[config.mk]
export PLATFORM = sky130hd
export DESIGN_NAME = simple_language_lexer
export DESIGN_NICKNAME = d
export VERILOG_FILES = /design/src/hw/rtl/sll_pkg.sv /design/src/hw/rtl/simple_language_lexer.sv
export SDC_FILE = /design/constraint.sdc
export NUM_CORES = 1
export LEC_CHECK = 0
export BUFFER_PORTS_ARGS = -buffer_cell sky130_fd_sc_hd__buf_2
export CELL_PAD_IN_SITES_DETAIL_PLACEMENT = 1
export CELL_PAD_IN_SITES_GLOBAL_PLACEMENT = 2
export CORE_ASPECT_RATIO = 1.75
export CORE_UTILIZATION = 37
export CTS_CLUSTER_SIZE = 16
export DETAILED_ROUTE_END_ITERATION = 7
export PLACE_DENSITY = 0.87
export REMOVE_ABC_BUFFERS = 1
export SLEW_MARGIN = 20
export SYNTH_ARGS = -nofsm -noshare
export SYNTH_HDL_FRONTEND = slang
export SYNTH_SLANG_ARGS = --single-unit
[constraint.sdc]
create_clock -name clk -period 3.8 [get_ports clk]
set_input_delay 0.19 -clock clk [delete_from_list [all_inputs] [get_ports clk]]
set_output_delay 0.19 -clock clk [all_outputs]
set_load 0.01 [all_outputs]
[src/hw/rtl/sll_pkg.sv]
// sll_pkg: token kinds, error codes, result word type and character classes
// for the lexer. No dependencies; imported by simple_language_lexer.
`default_nettype none

package sll_pkg;

  localparam int unsigned FIFO_DEPTH = 4;

  typedef enum logic [3:0] {
    KIND_NAME   = 4'd0,
    KIND_INT    = 4'd1,
    KIND_LPAREN = 4'd2,
    KIND_RPAREN = 4'd3,
    KIND_LBRACE = 4'd4,
    KIND_RBRACE = 4'd5,
    KIND_SEMI   = 4'd6,
    KIND_ASSIGN = 4'd7,
    KIND_ARITH  = 4'd8,
    KIND_COND   = 4'd9,
    KIND_REL    = 4'd10
  } kind_t;

  typedef enum logic [1:0] {
    ERR_NONE       = 2'd0,
    ERR_UNEXPECTED = 2'd1,
    ERR_LONE_OP    = 2'd2,
    ERR_END_OP     = 2'd3
  } err_t;

  localparam logic [7:0] CH_LPAREN = 8'h28;
  localparam logic [7:0] CH_RPAREN = 8'h29;
  localparam logic [7:0] CH_LBRACE = 8'h7b;
  localparam logic [7:0] CH_RBRACE = 8'h7d;
  localparam logic [7:0] CH_SEMI   = 8'h3b;
  localparam logic [7:0] CH_PLUS   = 8'h2b;
  localparam logic [7:0] CH_MINUS  = 8'h2d;
  localparam logic [7:0] CH_STAR   = 8'h2a;
  localparam logic [7:0] CH_SLASH  = 8'h2f;
  localparam logic [7:0] CH_PCT    = 8'h25;
  localparam logic [7:0] CH_EQ     = 8'h3d;
  localparam logic [7:0] CH_BANG   = 8'h21;
  localparam logic [7:0] CH_AMP    = 8'h26;
  localparam logic [7:0] CH_BAR    = 8'h7c;
  localparam logic [7:0] CH_LT     = 8'h3c;
  localparam logic [7:0] CH_GT     = 8'h3e;
  localparam logic [7:0] CH_SPACE  = 8'h20;

  // One result word as queued for the output.
  typedef struct packed {
    kind_t      kind;
    logic [7:0] ch;
    logic       first;
    logic       last;
    err_t       err;
    logic       run_last;
  } res_t;

  function automatic res_t mk_res(kind_t kind, logic [7:0] ch, logic first,
                                  logic last, err_t err);
    res_t r;
    r.kind     = kind;
    r.ch       = ch;
    r.first    = first;
    r.last     = last;
    r.err      = err;
    r.run_last = 1'b0;
    return r;
  endfunction

  function automatic logic is_alpha(logic [7:0] c);
    return (c >= 8'h61 && c <= 8'h7a) || (c >= 8'h41 && c <= 8'h5a);
  endfunction

  function automatic logic is_digit(logic [7:0] c);
    return c >= 8'h30 && c <= 8'h39;
  endfunction

  // space, tab, LF, VT, FF, CR
  function automatic logic is_space(logic [7:0] c);
    return c == CH_SPACE || (c >= 8'h09 && c <= 8'h0d);
  endfunction

endpackage

`default_nettype wire

[src/hw/rtl/simple_language_lexer.sv]
// simple_language_lexer: one-character-lookahead lexer, stream in and out.
// Uses sll_pkg. Result words pass through a registered queue before out_*.
// Throughput: one input word per cycle while the queue has room; a byte yielding two
// result words takes two output transfers; a run of such bytes halves the input rate.
// Reset (rst_n low, synchronous) clears the lookahead, the error halt and the queue.
`default_nettype none

module simple_language_lexer
  import sll_pkg::*;
(
  input  wire logic        clk,
  input  wire logic        rst_n,
  input  wire logic        in_tvalid,
  output logic             in_tready,
  input  wire logic [7:0]  in_tdata,   // [7:0] byte_value
  input  wire logic        in_tlast,   // end_marker
  output logic             out_tvalid,
  input  wire logic        out_tready,
  output logic [15:0]      out_tdata,  // [7:0] char_out, [8] token_first,
                                       // [9] token_last, [11:10] error_code,
                                       // [15:12] zero
  output logic [3:0]       out_tuser,  // [3:0] token_kind
  output logic             out_tlast   // run_last
);

  localparam int unsigned PTR_W = $clog2(FIFO_DEPTH);
  localparam int unsigned CNT_W = $clog2(FIFO_DEPTH + 1);

  // Lookahead state: the held character still waiting for its follower.
  logic [7:0]  held_char_r,  held_char_nxt;
  kind_t       held_kind_r,  held_kind_nxt;
  logic        held_valid_r, held_valid_nxt;
  logic        held_first_r, held_first_nxt;
  logic        halt_r,       halt_nxt;

  // Result queue
  res_t             q_mem [FIFO_DEPTH];
  logic [PTR_W-1:0] wr_ptr_r, rd_ptr_r;
  logic [CNT_W-1:0] cnt_r;

  logic       in_acc, out_acc;
  logic [7:0] c;
  logic [1:0] n_res;
  res_t       r0, r1, br;
  logic       used, bemit;

  assign in_acc  = in_tvalid & in_tready;
  assign out_acc = out_tvalid & out_tready;
  assign c       = in_tdata;

  // Room for the worst case of two words per byte.
  assign in_tready = cnt_r <= CNT_W'(FIFO_DEPTH - 2);

  // Lexing step: resolve the held character against this byte, then start
  // a new token with the byte if the resolution did not swallow it.
  always_comb begin
    held_char_nxt  = held_char_r;
    held_kind_nxt  = held_kind_r;
    held_valid_nxt = held_valid_r;
    held_first_nxt = held_first_r;
    halt_nxt       = halt_r;
    n_res          = 2'd0;
    r0             = '0;
    r1             = '0;
    br             = '0;
    used           = 1'b0;
    bemit          = 1'b0;

    if (in_acc) begin
      if (in_tlast) begin
        // End of input: finish the held token, clear everything.
        if (!halt_r && held_valid_r) begin
          n_res = 2'd1;
          if (held_kind_r == KIND_NAME || held_kind_r == KIND_INT) begin
            r0 = mk_res(held_kind_r, held_char_r, held_first_r, 1'b1, ERR_NONE);
          end else if (held_char_r == CH_AMP || held_char_r == CH_BAR) begin
            r0 = mk_res(KIND_NAME, held_char_r, 1'b0, 1'b0, ERR_LONE_OP);
          end else if (held_char_r == CH_EQ || held_char_r == CH_BANG) begin
            r0 = mk_res(KIND_NAME, held_char_r, 1'b0, 1'b0, ERR_END_OP);
          end else begin
            r0 = mk_res(KIND_REL, held_char_r, 1'b1, 1'b1, ERR_NONE);
          end
        end
        held_char_nxt  = '0;
        held_kind_nxt  = KIND_NAME;
        held_valid_nxt = 1'b0;
        held_first_nxt = 1'b0;
        halt_nxt       = 1'b0;
      end else if (!halt_r) begin
        if (held_valid_r) begin
          n_res          = 2'd1;
          held_char_nxt  = '0;
          held_kind_nxt  = KIND_NAME;
          held_valid_nxt = 1'b0;
          held_first_nxt = 1'b0;
          if (held_kind_r == KIND_NAME || held_kind_r == KIND_INT) begin
            if ((held_kind_r == KIND_NAME && (is_alpha(c) || is_digit(c))) ||
                (held_kind_r == KIND_INT && is_digit(c))) begin
              // Token continues: release the held char, hold this one.
              r0 = mk_res(held_kind_r, held_char_r, held_first_r, 1'b0, ERR_NONE);
              held_char_nxt  = c;
              held_kind_nxt  = held_kind_r;
              held_valid_nxt = 1'b1;
              used           = 1'b1;
            end else begin
              r0 = mk_res(held_kind_r, held_char_r, held_first_r, 1'b1, ERR_NONE);
            end
          end else if (held_char_r == CH_AMP || held_char_r == CH_BAR) begin
            used = 1'b1;
            if (c != held_char_r) begin
              // lone & or |: follower is consumed with the error
              r0       = mk_res(KIND_NAME, held_char_r, 1'b0, 1'b0, ERR_LONE_OP);
              halt_nxt = 1'b1;
            end else begin
              n_res = 2'd2;
              r0    = mk_res(KIND_COND, held_char_r, 1'b1, 1'b0, ERR_NONE);
              r1    = mk_res(KIND_COND, c, 1'b0, 1'b1, ERR_NONE);
            end
          end else if (c == CH_EQ) begin
            // ==, !=, <=, >= are all relational
            n_res = 2'd2;
            used  = 1'b1;
            r0    = mk_res(KIND_REL, held_char_r, 1'b1, 1'b0, ERR_NONE);
            r1    = mk_res(KIND_REL, c, 1'b0, 1'b1, ERR_NONE);
          end else begin
            r0 = mk_res(held_kind_r, held_char_r, 1'b1, 1'b1, ERR_NONE);
          end
        end

        if (!used && !halt_nxt) begin
          if (is_space(c)) begin
            bemit = 1'b0;
          end else if (is_alpha(c) || is_digit(c)) begin
            held_char_nxt  = c;
            held_kind_nxt  = is_alpha(c) ? KIND_NAME : KIND_INT;
            held_valid_nxt = 1'b1;
            held_first_nxt = 1'b1;
          end else begin
            unique case (c) inside
              CH_LPAREN: begin bemit = 1'b1; br = mk_res(KIND_LPAREN, c, 1'b1, 1'b1, ERR_NONE); end
              CH_RPAREN: begin bemit = 1'b1; br = mk_res(KIND_RPAREN, c, 1'b1, 1'b1, ERR_NONE); end
              CH_LBRACE: begin bemit = 1'b1; br = mk_res(KIND_LBRACE, c, 1'b1, 1'b1, ERR_NONE); end
              CH_RBRACE: begin bemit = 1'b1; br = mk_res(KIND_RBRACE, c, 1'b1, 1'b1, ERR_NONE); end
              CH_SEMI:   begin bemit = 1'b1; br = mk_res(KIND_SEMI, c, 1'b1, 1'b1, ERR_NONE); end
              CH_PLUS, CH_MINUS, CH_STAR, CH_SLASH, CH_PCT: begin
                bemit = 1'b1;
                br    = mk_res(KIND_ARITH, c, 1'b1, 1'b1, ERR_NONE);
              end
              CH_EQ, CH_BANG, CH_AMP, CH_BAR, CH_LT, CH_GT: begin
                held_char_nxt  = c;
                held_valid_nxt = 1'b1;
                held_first_nxt = 1'b1;
                if (c == CH_EQ) begin
                  held_kind_nxt = KIND_ASSIGN;
                end else if (c == CH_LT || c == CH_GT) begin
                  held_kind_nxt = KIND_REL;
                end else begin
                  held_kind_nxt = KIND_COND;
                end
              end
              default: begin
                bemit    = 1'b1;
                br       = mk_res(KIND_NAME, c, 1'b0, 1'b0, ERR_UNEXPECTED);
                halt_nxt = 1'b1;
              end
            endcase
          end
          if (bemit) begin
            if (n_res == 2'd0) begin
              r0 = br;
            end else begin
              r1 = br;
            end
            n_res = n_res + 2'd1;
          end
        end
      end
    end

    // Mark the last word caused by this byte.
    if (n_res == 2'd1) begin
      r0.run_last = 1'b1;
    end else if (n_res == 2'd2) begin
      r1.run_last = 1'b1;
    end
  end

  always_ff @(posedge clk) begin
    if (!rst_n) begin
      held_char_r  <= '0;
      held_kind_r  <= KIND_NAME;
      held_valid_r <= 1'b0;
      held_first_r <= 1'b0;
      halt_r       <= 1'b0;
      wr_ptr_r     <= '0;
      rd_ptr_r     <= '0;
      cnt_r        <= '0;
    end else begin
      held_char_r  <= held_char_nxt;
      held_kind_r  <= held_kind_nxt;
      held_valid_r <= held_valid_nxt;
      held_first_r <= held_first_nxt;
      halt_r       <= halt_nxt;
      wr_ptr_r     <= wr_ptr_r + PTR_W'(n_res);
      rd_ptr_r     <= rd_ptr_r + PTR_W'(out_acc);
      cnt_r        <= cnt_r + CNT_W'(n_res) - CNT_W'(out_acc);
    end
  end

  // Queue storage, no reset needed.
  always_ff @(posedge clk) begin
    if (n_res != 2'd0) begin
      q_mem[wr_ptr_r] <= r0;
    end
    if (n_res == 2'd2) begin
      q_mem[wr_ptr_r + PTR_W'(1)] <= r1;
    end
  end

  res_t head;
  assign head       = q_mem[rd_ptr_r];
  assign out_tvalid = cnt_r != '0;
  assign out_tdata  = {4'b0, head.err, head.last, head.first, head.ch};
  assign out_tuser  = head.kind;
  assign out_tlast  = head.run_last;

  // ---------------------------------------------------------------------------
  // Assertions
  // ---------------------------------------------------------------------------
  a_cnt_bound: assert property (@(posedge clk) disable iff (!rst_n)
    cnt_r <= CNT_W'(FIFO_DEPTH))
    else $error("result queue overfilled");

  a_halt_no_held: assert property (@(posedge clk) disable iff (!rst_n)
    halt_r |-> !held_valid_r)
    else $error("character held while halted on error");

  a_cont_kind: assert property (@(posedge clk) disable iff (!rst_n)
    (held_valid_r && !held_first_r) |->
      (held_kind_r == KIND_NAME || held_kind_r == KIND_INT))
    else $error("continuation held for an operator token");

  a_halt_silent: assert property (@(posedge clk) disable iff (!rst_n)
    (halt_r && in_acc && !in_tlast) |=> (cnt_r <= $past(cnt_r)))
    else $error("result produced while halted");

endmodule

`default_nettype wire

==> impl_metrics.py, run 1 <==
metrics = {
    "route": {
        "drcViolationCount": 0,
        "wirelength_um": 18500,
        "wl_met3_um": 675,
        "dr.max_layer_used": "met4",
        "drtIter0Drc": 276,
        "wl_met2_um": 9930,
        "vias": 4978,
        "drt_pass1_iterations": 5,
        "antenna_left": 0,
        "met1_length_um": 6640,
        "routed_via_density": 6.36,
        "wl_per_cell_um": 23.6,
    },
    "power_and_ir_drop": {
        "irDropWorstVdd_mv": 0.266,
        "powerDensity_nw_per_um2": 441,
        "p_leak_nw": 2.12,
    },
    "synthesis": {
        "yosys.area.top_type_share_pct": 33.2,
        "syn_inst": 548,
        "synthFlopType": "edfxtp_1",
        "synthArstFlopShare_pct": 0,
        "synth_area_sq_um": 5780,
        "syn_area_per_cell_sq_um": 10.6,
        "yosysMostFrequentCell": "edfxtp_1",
        "synthTopCellsByArea": "edfxtp_1, dfxtp_1, mux4_2",
        "yosys-top-cells-count": "edfxtp_1, o22ai_1, nand2_1",
        "synth-seq-cells": 90,
        "synth_edf_count": 64,
        "yosysUniqueCellTypes": 85,
        "synth_seq_area_share_pct": 42.2,
        "synth_top_cell_by_area": "edfxtp_1",
        "yosys_warnings": 0,
    },
    "cts": {
        "clkTransAtPathRegs_ps": 80,
        "cts_root_buf": "clkbuf_16",
        "cts_tree": "yes",
        "cts_sinks": 90,
        "post_cts_buffers": 0,
        "insertion_delay_ps": 350,
        "numCtsBuffers": 9,
        "cts.path.max_buffers": 2,
        "cts-htree-levels": 3,
    },
    "place": {
        "place.port_buffers": 31,
        "pre_cts_ws_ps": -45.7,
        "place_area_sq_um": 6270,
        "dp_cells": 767,
        "dpl.hpwl_um": 13800,
        "place.gp.congestion": 0.924,
    },
    "grt": {
        "grt_pass1_vias": 5309,
        "antenna_found_initial": 0,
        "track_usage_pct": 24.1,
        "grt.overflow.total": 0,
        "grt_first_pass_wirelength_um": 29000,
        "grt_max_degree": 19,
    },
    "setup_path": {
        "cp_slowest_stage_delay_ps": 610,
        "cp_common_cell": "nand4_1",
        "crit_chain": "xnor2_1 -> nand4_1 -> or4_1 -> nand2_1 -> ha_1 -> nand4_1 -> nor3_1 -> nand4_1 -> nand2_1 -> inv_1 -> ha_1 -> fa_1 -> xor2_1 -> xnor2_1 -> and2_1",
        "critPathTopFamily": "simple AND/OR/NAND/NOR gates",
        "crit_path_end_kind": "flip-flop",
        "critical_path_class": "reg -> reg",
        "critPathRequiredTime_ps": 4050,
        "cpMaxStageDelayCell": "or4_1",
        "worstPathArrival_ps": 3830,
        "startpoint_type": "flip-flop",
        "worst-path-buf-inv": 1,
        "cp_max_fo": 6,
    },
    "sta": {
        "clock_skew_ps": 12.7,
        "setup_slack_ps": 219,
        "rsz0062_at_grt": "no",
        "worst_slew_pin_slew_ps": 960,
        "relSlewSlack_pct": 35.9,
        "hold_slack_ps": 169,
        "drv_slew": 0,
        "max_freq_mhz": 279,
        "finalCritPeriodShare_pct": 94.2,
        "fin_crit_ps": 3580,
        "setup_viol": 0,
        "hold_viol_final": 0,
    },
    "floorplanning": {
        "rows": 60,
        "die_h_um": 167,
        "fp.coreArea_sq_um": 15300,
        "io_pins": 36,
        "start_util_pct": 37.8,
        "die_w_um": 96.5,
        "fp.dieArea_sq_um": 16100,
    },
    "final_layout": {
        "n_antenna_cell": 0,
        "areaGrowthSynthToFinish_pct": 14.7,
        "final_cells": 783,
        "final_area_sq_um": 6630,
        "fin_nets": 612,
        "layout-drive-gt1-share_pct": 24.3,
    },
    "flow_run": {
        "drv_cap": 0,
    },
    "min_path": {
        "hp-class": "in -> reg",
    },
    "run_status": {
        "status": "completed",
    },
}
-- power breakdown --
group / total [mW] / internal, mW / switching (mW)
logic: 0.762 / 0.340 / 0.421
clock network: 0.998 / 0.589 / 0.410
registers: 1.16 / 1.10 / 0.0579
-- state kept, by name, indices dropped and copies added, names as in the netlist --
| name | count |
|---|---|
| cnt_r | 3 |
| halt_r | 1 |
| held_char_r | 8 |
| held_first_r | 1 |
| held_kind_r | 4 |
| held_valid_r | 1 |
| q_mem | 68 |
| rd_ptr_r | 2 |
| wr_ptr_r | 2 |
-- through the flow --
| step | total power, mW | utilization (%) | TNS [ps] |
|---|---|---|---|
| 3_3_place_gp | 1.92 | 41.0 | 0 |
| 3_5_place_dp | 1.95 | 41.0 | -45.7 |
| 6_report | 2.92 | 43.3 | 0 |
| 4_1_cts | 2.95 | 43.1 | 0 |
| 5_1_grt | 3.06 | 43.3 | 0 |
| 2_1_floorplan | 1.66 | - | 0 |
-- per-layer routing --
layer	GRT usage [%]	up-vias
met4	16.5	0
met1	25.8	2491
met3	3.22	66
met2	42.1	172
met5	0	-
li1	-	2249
-- final timing paths --
check             slack (ps)             end           start  depth (start not counted)
hold reg to reg          530    held_first_r    held_first_r                          2
setup reg to reg         220        cnt_r[2]  held_char_r[2]                         15
setup / recovery         220        cnt_r[2]  held_char_r[2]                         15
hold / removal           170  held_char_r[2]     in_tdata[2]                          2
-- timing repair --
action	4_1_cts	5_1_grt
resized for setup	1	7
hold buffers	0	0
endpoints found under the hold margin	0	0
endpoints found under the setup margin	1	1
pin swaps	0	2
-- area by class of cell --
type,count,area [sq um]
clock buffer,9,225
clock inverter,7,106
fill,1712,8680
inverter,14,52.6
multi-input combinational,402,3080
sequential,90,2450
tap,186,233
timing repair buffer,75,485
-- layout by cell type, fill, tap and decap left out, drive strengths merged, types with 6 or more instances in the layout --
master | Yosys | layout
o211ai | 12 | 12
dfxtp | 26 | 26
nor2 | 25 | 25
and2 | 21 | 21
nand2 | 37 | 37
nand3 | 17 | 17
o21ai | 20 | 20
xnor2 | 12 | 12
clkbuf | 18 | 9
buf | 27 | 75
nor2b | 13 | 13
nor3 | 14 | 14
o22ai | 61 | 61
a22oi | 13 | 13
nand2b | 7 | 7
ha | 6 | 6
inv | 14 | 17
mux4 | 17 | 17
nand4 | 7 | 7
or3 | 7 | 7
a22o | 8 | 8
edfxtp | 64 | 64
a211oi | 6 | 6
a21oi | 13 | 13
-- cell families (layout without fill, tap and decap cells) --
family	count (synthesis)	in the layout	synth area share, %
AOI/OAI and AO/OA	182	182	24.3
xor gates and xnor gates	14	14	2.12
adders and majority gates	7	7	1.64
buffers and inverters	59	105	5.02
DFF	90	90	42.2
muxes	19	19	7.18
other	1	4	0.0649
and+or+nand+nor	176	176	17.4
Power figures use the tool's default switching activity.
==> inputs of run 2 (changes only) <==
--- a/config.mk
+++ b/config.mk
@@ -9,7 +9,7 @@
 export CELL_PAD_IN_SITES_DETAIL_PLACEMENT = 1
 export CELL_PAD_IN_SITES_GLOBAL_PLACEMENT = 2
 export CORE_ASPECT_RATIO = 1.75
-export CORE_UTILIZATION = 37
+export CORE_UTILIZATION = 39
 export CTS_CLUSTER_SIZE = 16
 export DETAILED_ROUTE_END_ITERATION = 7
 export PLACE_DENSITY = 0.87
==> constraint.sdc (replaced) <==
create_clock -name clk -period 3.4 [get_ports clk]
set_input_delay 0.17 -clock clk [delete_from_list [all_inputs] [get_ports clk]]
set_output_delay 0.17 -clock clk [all_outputs]
set_load 0.01 [all_outputs]
==> run 2 against run 1 <==
Compared with the run above:
- cell count rose by 5.0%
- sequential share of layout area fell by 2.6 points
- combinational power rose by 22%
- clock skew fell by 1.7 ps
- total power rose by 13%
- count of clock-buffer cells in the layout did not move
- sequential cell count did not move
- die area fell by 5.0%
==> impl_metrics.py, run 2 (synthesis results as in run 1) <==
metrics = {
    "place": {
        "place.port_buffers": 31,
        "pre_cts_ws_ps": -321,
        "place.gp.congestion": 0.903,
        "dpl.hpwl_um": 14400,
        "dp_cells": 799,
    },
    "cts": {
        "cts.path.max_buffers": 2,
        "cts_sinks": 90,
        "cts-htree-levels": 3,
        "insertion_delay_ps": 350,
        "clkTransAtPathRegs_ps": 70,
        "cts_tree": "yes",
        "numCtsBuffers": 9,
        "cts_root_buf": "clkbuf_16",
        "hold_buffers": 0,
    },
    "sta": {
        "finalCritPeriodShare_pct": 97.7,
        "setup_slack_ps": 79.2,
        "rsz0062_at_grt": "yes",
        "finalSetupTns_ps": 0,
        "hold_viol_final": 0,
        "setup_viol": 0,
        "fin_crit_ps": 3320,
        "clock_skew_ps": 11.1,
        "max_freq_mhz": 301,
        "worst_slew_pin_slew_ps": 995,
        "drv_slew": 0,
        "hold_slack_ps": 154,
        "relSlewSlack_pct": 33.6,
    },
    "final_layout": {
        "largest-register": "q_mem",
        "layout_commonest_cell": "buf_4",
        "largestRegisters": "q_mem: 68 flops, held_char_r: 8 flops, held_kind_r: 4 flops",
        "areaGrowthSynthToFinish_pct": 23.8,
        "multiInputGateArea_sq_um": 3200,
        "layout_common_cells": "buf_4, edfxtp_1, o22ai_1",
        "largest_reg_flops": 68,
        "num-fill-cells": 1588,
        "fin_nets": 657,
        "register_area_sq_um": 2450,
        "final_cells": 822,
        "fin_util_pct": 49.6,
        "layout-drive-gt1-share_pct": 31.9,
        "n_antenna_cell": 0,
    },
    "grt": {
        "grt.overflow.total": 0,
        "grt_pass1_vias": 5616,
        "track_usage_pct": 26.8,
        "grt_first_pass_wirelength_um": 30900,
        "grt_max_degree": 19,
        "antenna_found_initial": 0,
    },
    "flow_run": {
        "drv_cap": 0,
    },
    "route": {
        "drt_pass1_iterations": 5,
        "drtIter0Drc": 272,
        "wirelength_um": 19500,
        "vias": 5157,
        "drcViolationCount": 0,
        "routed_via_density": 6.27,
        "wl_per_cell_um": 23.7,
        "antenna_left": 0,
    },
    "power_and_ir_drop": {
        "powerDensity_nw_per_um2": 461,
        "irDropWorstVdd_mv": 0.312,
        "p_leak_nw": 2.39,
    },
    "setup_path": {
        "critPathLaunch": "held_char_r[1]",
        "cp_max_fo": 4,
        "r2r-start": "held_char_r[1]",
        "critical_path_class": "reg -> reg",
        "crit_path_end_kind": "flip-flop",
        "critPathRequiredTime_ps": 3650,
        "startpoint_type": "flip-flop",
        "worstPathArrival_ps": 3570,
    },
    "min_path": {
        "hp-class": "in -> reg",
        "hold_start": "in_tdata[0]",
    },
    "floorplanning": {
        "rows": 58,
        "start_util_pct": 40.0,
        "io_pins": 36,
        "fp.coreArea_sq_um": 14400,
        "die_h_um": 163,
        "die_w_um": 94.0,
        "fp.dieArea_sq_um": 15300,
    },
    "run_status": {
        "status": "completed",
    },
}
run 2: final timing paths:
path                         end  slack, ps  cells past startpoint
hold reg to reg      q_mem[3][2]        530                      2
setup reg to reg        cnt_r[2]         80                     18
setup / recovery        cnt_r[2]         80                     18
hold / removal    held_char_r[0]        150                      2
run 2: layout make-up:
| cell class | instances | area share, % |
|---|---|---|
| well taps | 180 | 3.15 |
| clock inverters | 7 | 1.26 |
| inverters | 14 | 0.734 |
| multi-input cells | 402 | 44.6 |
| clock buffers | 9 | 3.15 |
| flip-flops and latches | 90 | 34.3 |
| repair buffers | 120 | 12.8 |
run 2: routing by layer:
metal,share of wire [%],GRT usage (%)
met5,0,0
met4,5.5,16.2
met3,3.1,2.79
met2,55,49.6
met1,36,28.6
run 2: what timing repair did:
action | 4_1_cts | 5_1_grt
endpoints found under the hold margin | 0 | 0
pin swaps | 10 | 11
setup endpoints to repair | 23 | 132
buffers inserted | 7 | 2
cloned | 0 | 1
gates resized for setup | 25 | 11
run 2: power by group:
group | switching (mW) | leakage [nW] | internal, mW | total [mW]
logic | 0.499 | 1.49 | 0.434 | 0.933
registers | 0.0661 | 0.750 | 1.23 | 1.30
clock network | 0.482 | 0.155 | 0.590 | 1.07
run 2: critical path: stages (launching register included):
cell	delay, ps
dfxtp_2	350
buf_6	120
xnor2_2	120
nand4_1	210
nor3_2	280
nor2_1	60
nor2_1	120
inv_1	70
ha_1	280
nand4_1	120
nor3_2	140
nand4_1	170
nand2_1	150
inv_2	60
ha_4	210
fa_2	350
xor2_2	150
xnor2_1	110
and2_1	150
run 2: metrics by stage:
step	power (mW)	area, sq um
6_report	3.30	7160
5_1_grt	3.44	7160
4_1_cts	3.28	7090
3_5_place_dp	2.21	6610
3_3_place_gp	2.18	6610
2_1_floorplan	1.85	5560
==> inputs of run 3 (changes only) <==
--- a/config.mk
+++ b/config.mk
@@ -10,7 +10,7 @@
 export CELL_PAD_IN_SITES_GLOBAL_PLACEMENT = 2
 export CORE_ASPECT_RATIO = 1.75
 export CORE_UTILIZATION = 39
-export CTS_CLUSTER_SIZE = 16
+export CTS_CLUSTER_SIZE = 14
 export DETAILED_ROUTE_END_ITERATION = 7
 export PLACE_DENSITY = 0.87
 export REMOVE_ABC_BUFFERS = 1
==> constraint.sdc (replaced) <==
create_clock -name clk -period 3.61 [get_ports clk]
set_input_delay 0.1805 -clock clk [delete_from_list [all_inputs] [get_ports clk]]
set_output_delay 0.1805 -clock clk [all_outputs]
set_load 0.01 [all_outputs]
==> run 3 against run 2 <==
Compared with the run above:
- total power is 9.3% lower
- sequential power is 6% lower
- routed wire length is 3.2% lower
- via count is 1.9% lower
- worst hold slack better by 31 ps
- cell count is 2.7% lower
- utilization is 1.8 points lower
- largest power group unchanged
==> impl_metrics.py, run 3 (synthesis results as in run 1) <==
metrics = {
    "route": {
        "wirelength_um": 18800,
        "antenna_left": 0,
        "drtIter0Drc": 346,
        "routed_via_density": 6.32,
        "drt_pass1_iterations": 5,
        "wl_per_cell_um": 23.6,
        "vias": 5057,
        "drcViolationCount": 0,
    },
    "cts": {
        "cts-htree-levels": 3,
        "clkTransAtPathRegs_ps": 80,
        "cts_sinks": 90,
        "insertion_delay_ps": 350,
        "numCtsBuffers": 9,
        "cts_tree": "yes",
        "cts_root_buf": "clkbuf_16",
        "hold_buffers": 0,
        "cts.path.max_buffers": 2,
    },
    "power_and_ir_drop": {
        "irDropWorstVdd_mv": 0.212,
        "powerDensity_nw_per_um2": 434,
        "p_leak_nw": 2.25,
    },
    "sta": {
        "finalCritPeriodShare_pct": 96.4,
        "setup_viol": 0,
        "fin_crit_ps": 3480,
        "max_freq_mhz": 287,
        "drv_slew": 0,
        "worst_slew_pin_slew_ps": 970,
        "hold_slack_ps": 185,
        "relSlewSlack_pct": 35.3,
        "hold_viol_final": 0,
        "clock_skew_ps": 11.8,
    },
    "setup_path": {
        "cp_common_cell": "nand4_1",
        "cp_max_fo": 5,
        "r2r_slack_ps": 130,
        "critPathRequiredTime_ps": 3860,
        "cp_slowest_stage_delay_ps": 530,
        "r2r-start": "held_char_r[6]",
        "r2r_cells": 16,
        "crit_path_end_kind": "flip-flop",
        "worstPathArrival_ps": 3730,
        "critical_path_class": "reg -> reg",
        "cpMaxStageDelayCell": "or4_4",
        "r2r-end": "cnt_r[2]",
        "crit_chain": "xnor2_2 -> nand4_1 -> buf_4 -> or4_4 -> nand2_4 -> ha_4 -> nand4_1 -> nor3_2 -> nand4_1 -> nand2_1 -> inv_2 -> ha_4 -> fa_2 -> xor2_1 -> xnor2_1 -> and2_1",
        "startpoint_type": "flip-flop",
    },
    "floorplanning": {
        "fp.coreArea_sq_um": 14400,
        "die_w_um": 94.0,
        "fp.dieArea_sq_um": 15300,
        "die_h_um": 163,
        "start_util_pct": 40.0,
        "rows": 58,
        "io_pins": 36,
    },
    "min_path": {
        "hp-class": "in -> reg",
        "min_to": "held_char_r[3]",
        "hold_start": "in_tdata[3]",
        "hold_depth": 2,
    },
    "final_layout": {
        "largest_reg_flops": 68,
        "num-fill-cells": 1615,
        "largestRegisters": "q_mem: 68 flops, held_char_r: 8 flops, held_kind_r: 4 flops",
        "layout-drive-gt1-share_pct": 29.5,
        "layout_commonest_cell": "edfxtp_1",
        "largest-register": "q_mem",
        "fin_nets": 635,
        "areaGrowthSynthToFinish_pct": 19.3,
        "final_area_sq_um": 6900,
        "layout_common_cells": "edfxtp_1, buf_4, o22ai_1",
        "n_antenna_cell": 0,
    },
    "grt": {
        "grt_first_pass_wirelength_um": 29900,
        "grt.overflow.total": 0,
        "track_usage_pct": 25.8,
        "antenna_found_initial": 0,
        "grt_pass1_vias": 5373,
        "grt_max_degree": 19,
    },
    "flow_run": {
        "drv_cap": 0,
    },
    "place": {
        "place.gp.congestion": 0.945,
        "place.port_buffers": 31,
        "place_area_sq_um": 6460,
        "dpl.hpwl_um": 13900,
    },
    "run_status": {
        "status": "completed",
    },
}
## run 3: cell count changes in the layout (fill, tap and decap cells not counted), moves of 3 or more
cell,delta
buf_4,-16
buf_6,-4
inv_6,-3
o22ai_1,+3
o22ai_2,-3
## run 3: cell type report
cell class                 count  area, sq um  share of cell area, %
clock buffer                   9          225                   3.27
tap                          180          225                   3.27
multi-input combinational    402         3170                   46.0
inverter                      14         52.6                  0.762
clock inverter                 7         60.1                  0.871
timing repair buffer          98          708                   10.3
sequential                    90         2450                   35.6
## run 3: what timing repair did
action,CTS,global route
pin swaps,3,11
endpoints found under the setup margin,1,10
gates resized for setup,4,24
setup buffers,2,2
## run 3: routing by layer
layer	global-route usage, %	wire [um]	up-vias
met5	0	0	-
met4	11.0	831	0
met3	2.56	545	47
met2	48.4	10500	155
met1	28.8	7010	2556
li1	-	-	2299
## run 3: through the flow
stage               setup TNS (ps)  power (mW)  std cells  worst slack, ps  utilization (%)
finish                           0        3.00        800              130             47.8
detailed placement            -125        2.07        780             -125             44.7
CTS                              0        3.00        798             8.67             46.9
global placement                 0        2.04        780             44.5             44.7
floorplan                    -2860        1.74        506             -139                -
global route                 -42.4        3.13        800            -42.4             47.8
## run 3: report_power, final
part / internal, mW / switching, mW / total (mW) / leakage [nW]
Sequential: 1.16 / 0.0633 / 1.22 / 0.751
Clock: 0.481 / 0.457 / 0.939 / 0.136
Combinational: 0.384 / 0.448 / 0.832 / 1.37
Total: 2.03 / 0.969 / 3.00 / 2.25
## run 3: how the worst max path moves through the flow
stage                   startpoint           to  slack [ps]  depth (start not counted)
floorplan           held_char_r[6]  q_mem[3][0]        -140                         13
global placement    held_char_r[6]     cnt_r[2]          40                         17
detailed placement  held_char_r[6]     cnt_r[2]        -130                         17
CTS                 held_char_r[4]     cnt_r[2]           9                         17
global route        held_char_r[1]     cnt_r[2]         -40                         17
finish              held_char_r[6]     cnt_r[2]         130                         16
## run 3: worst max-delay path: cells and delay by family, from the launching register on
family	cells	cell delay (ps)
AND/OR/NAND/NOR	8	1620
buffers and inverters	2	270
adder cells (fa/ha/maj)	3	670
XOR/XNOR	3	450
flip-flops	1	380
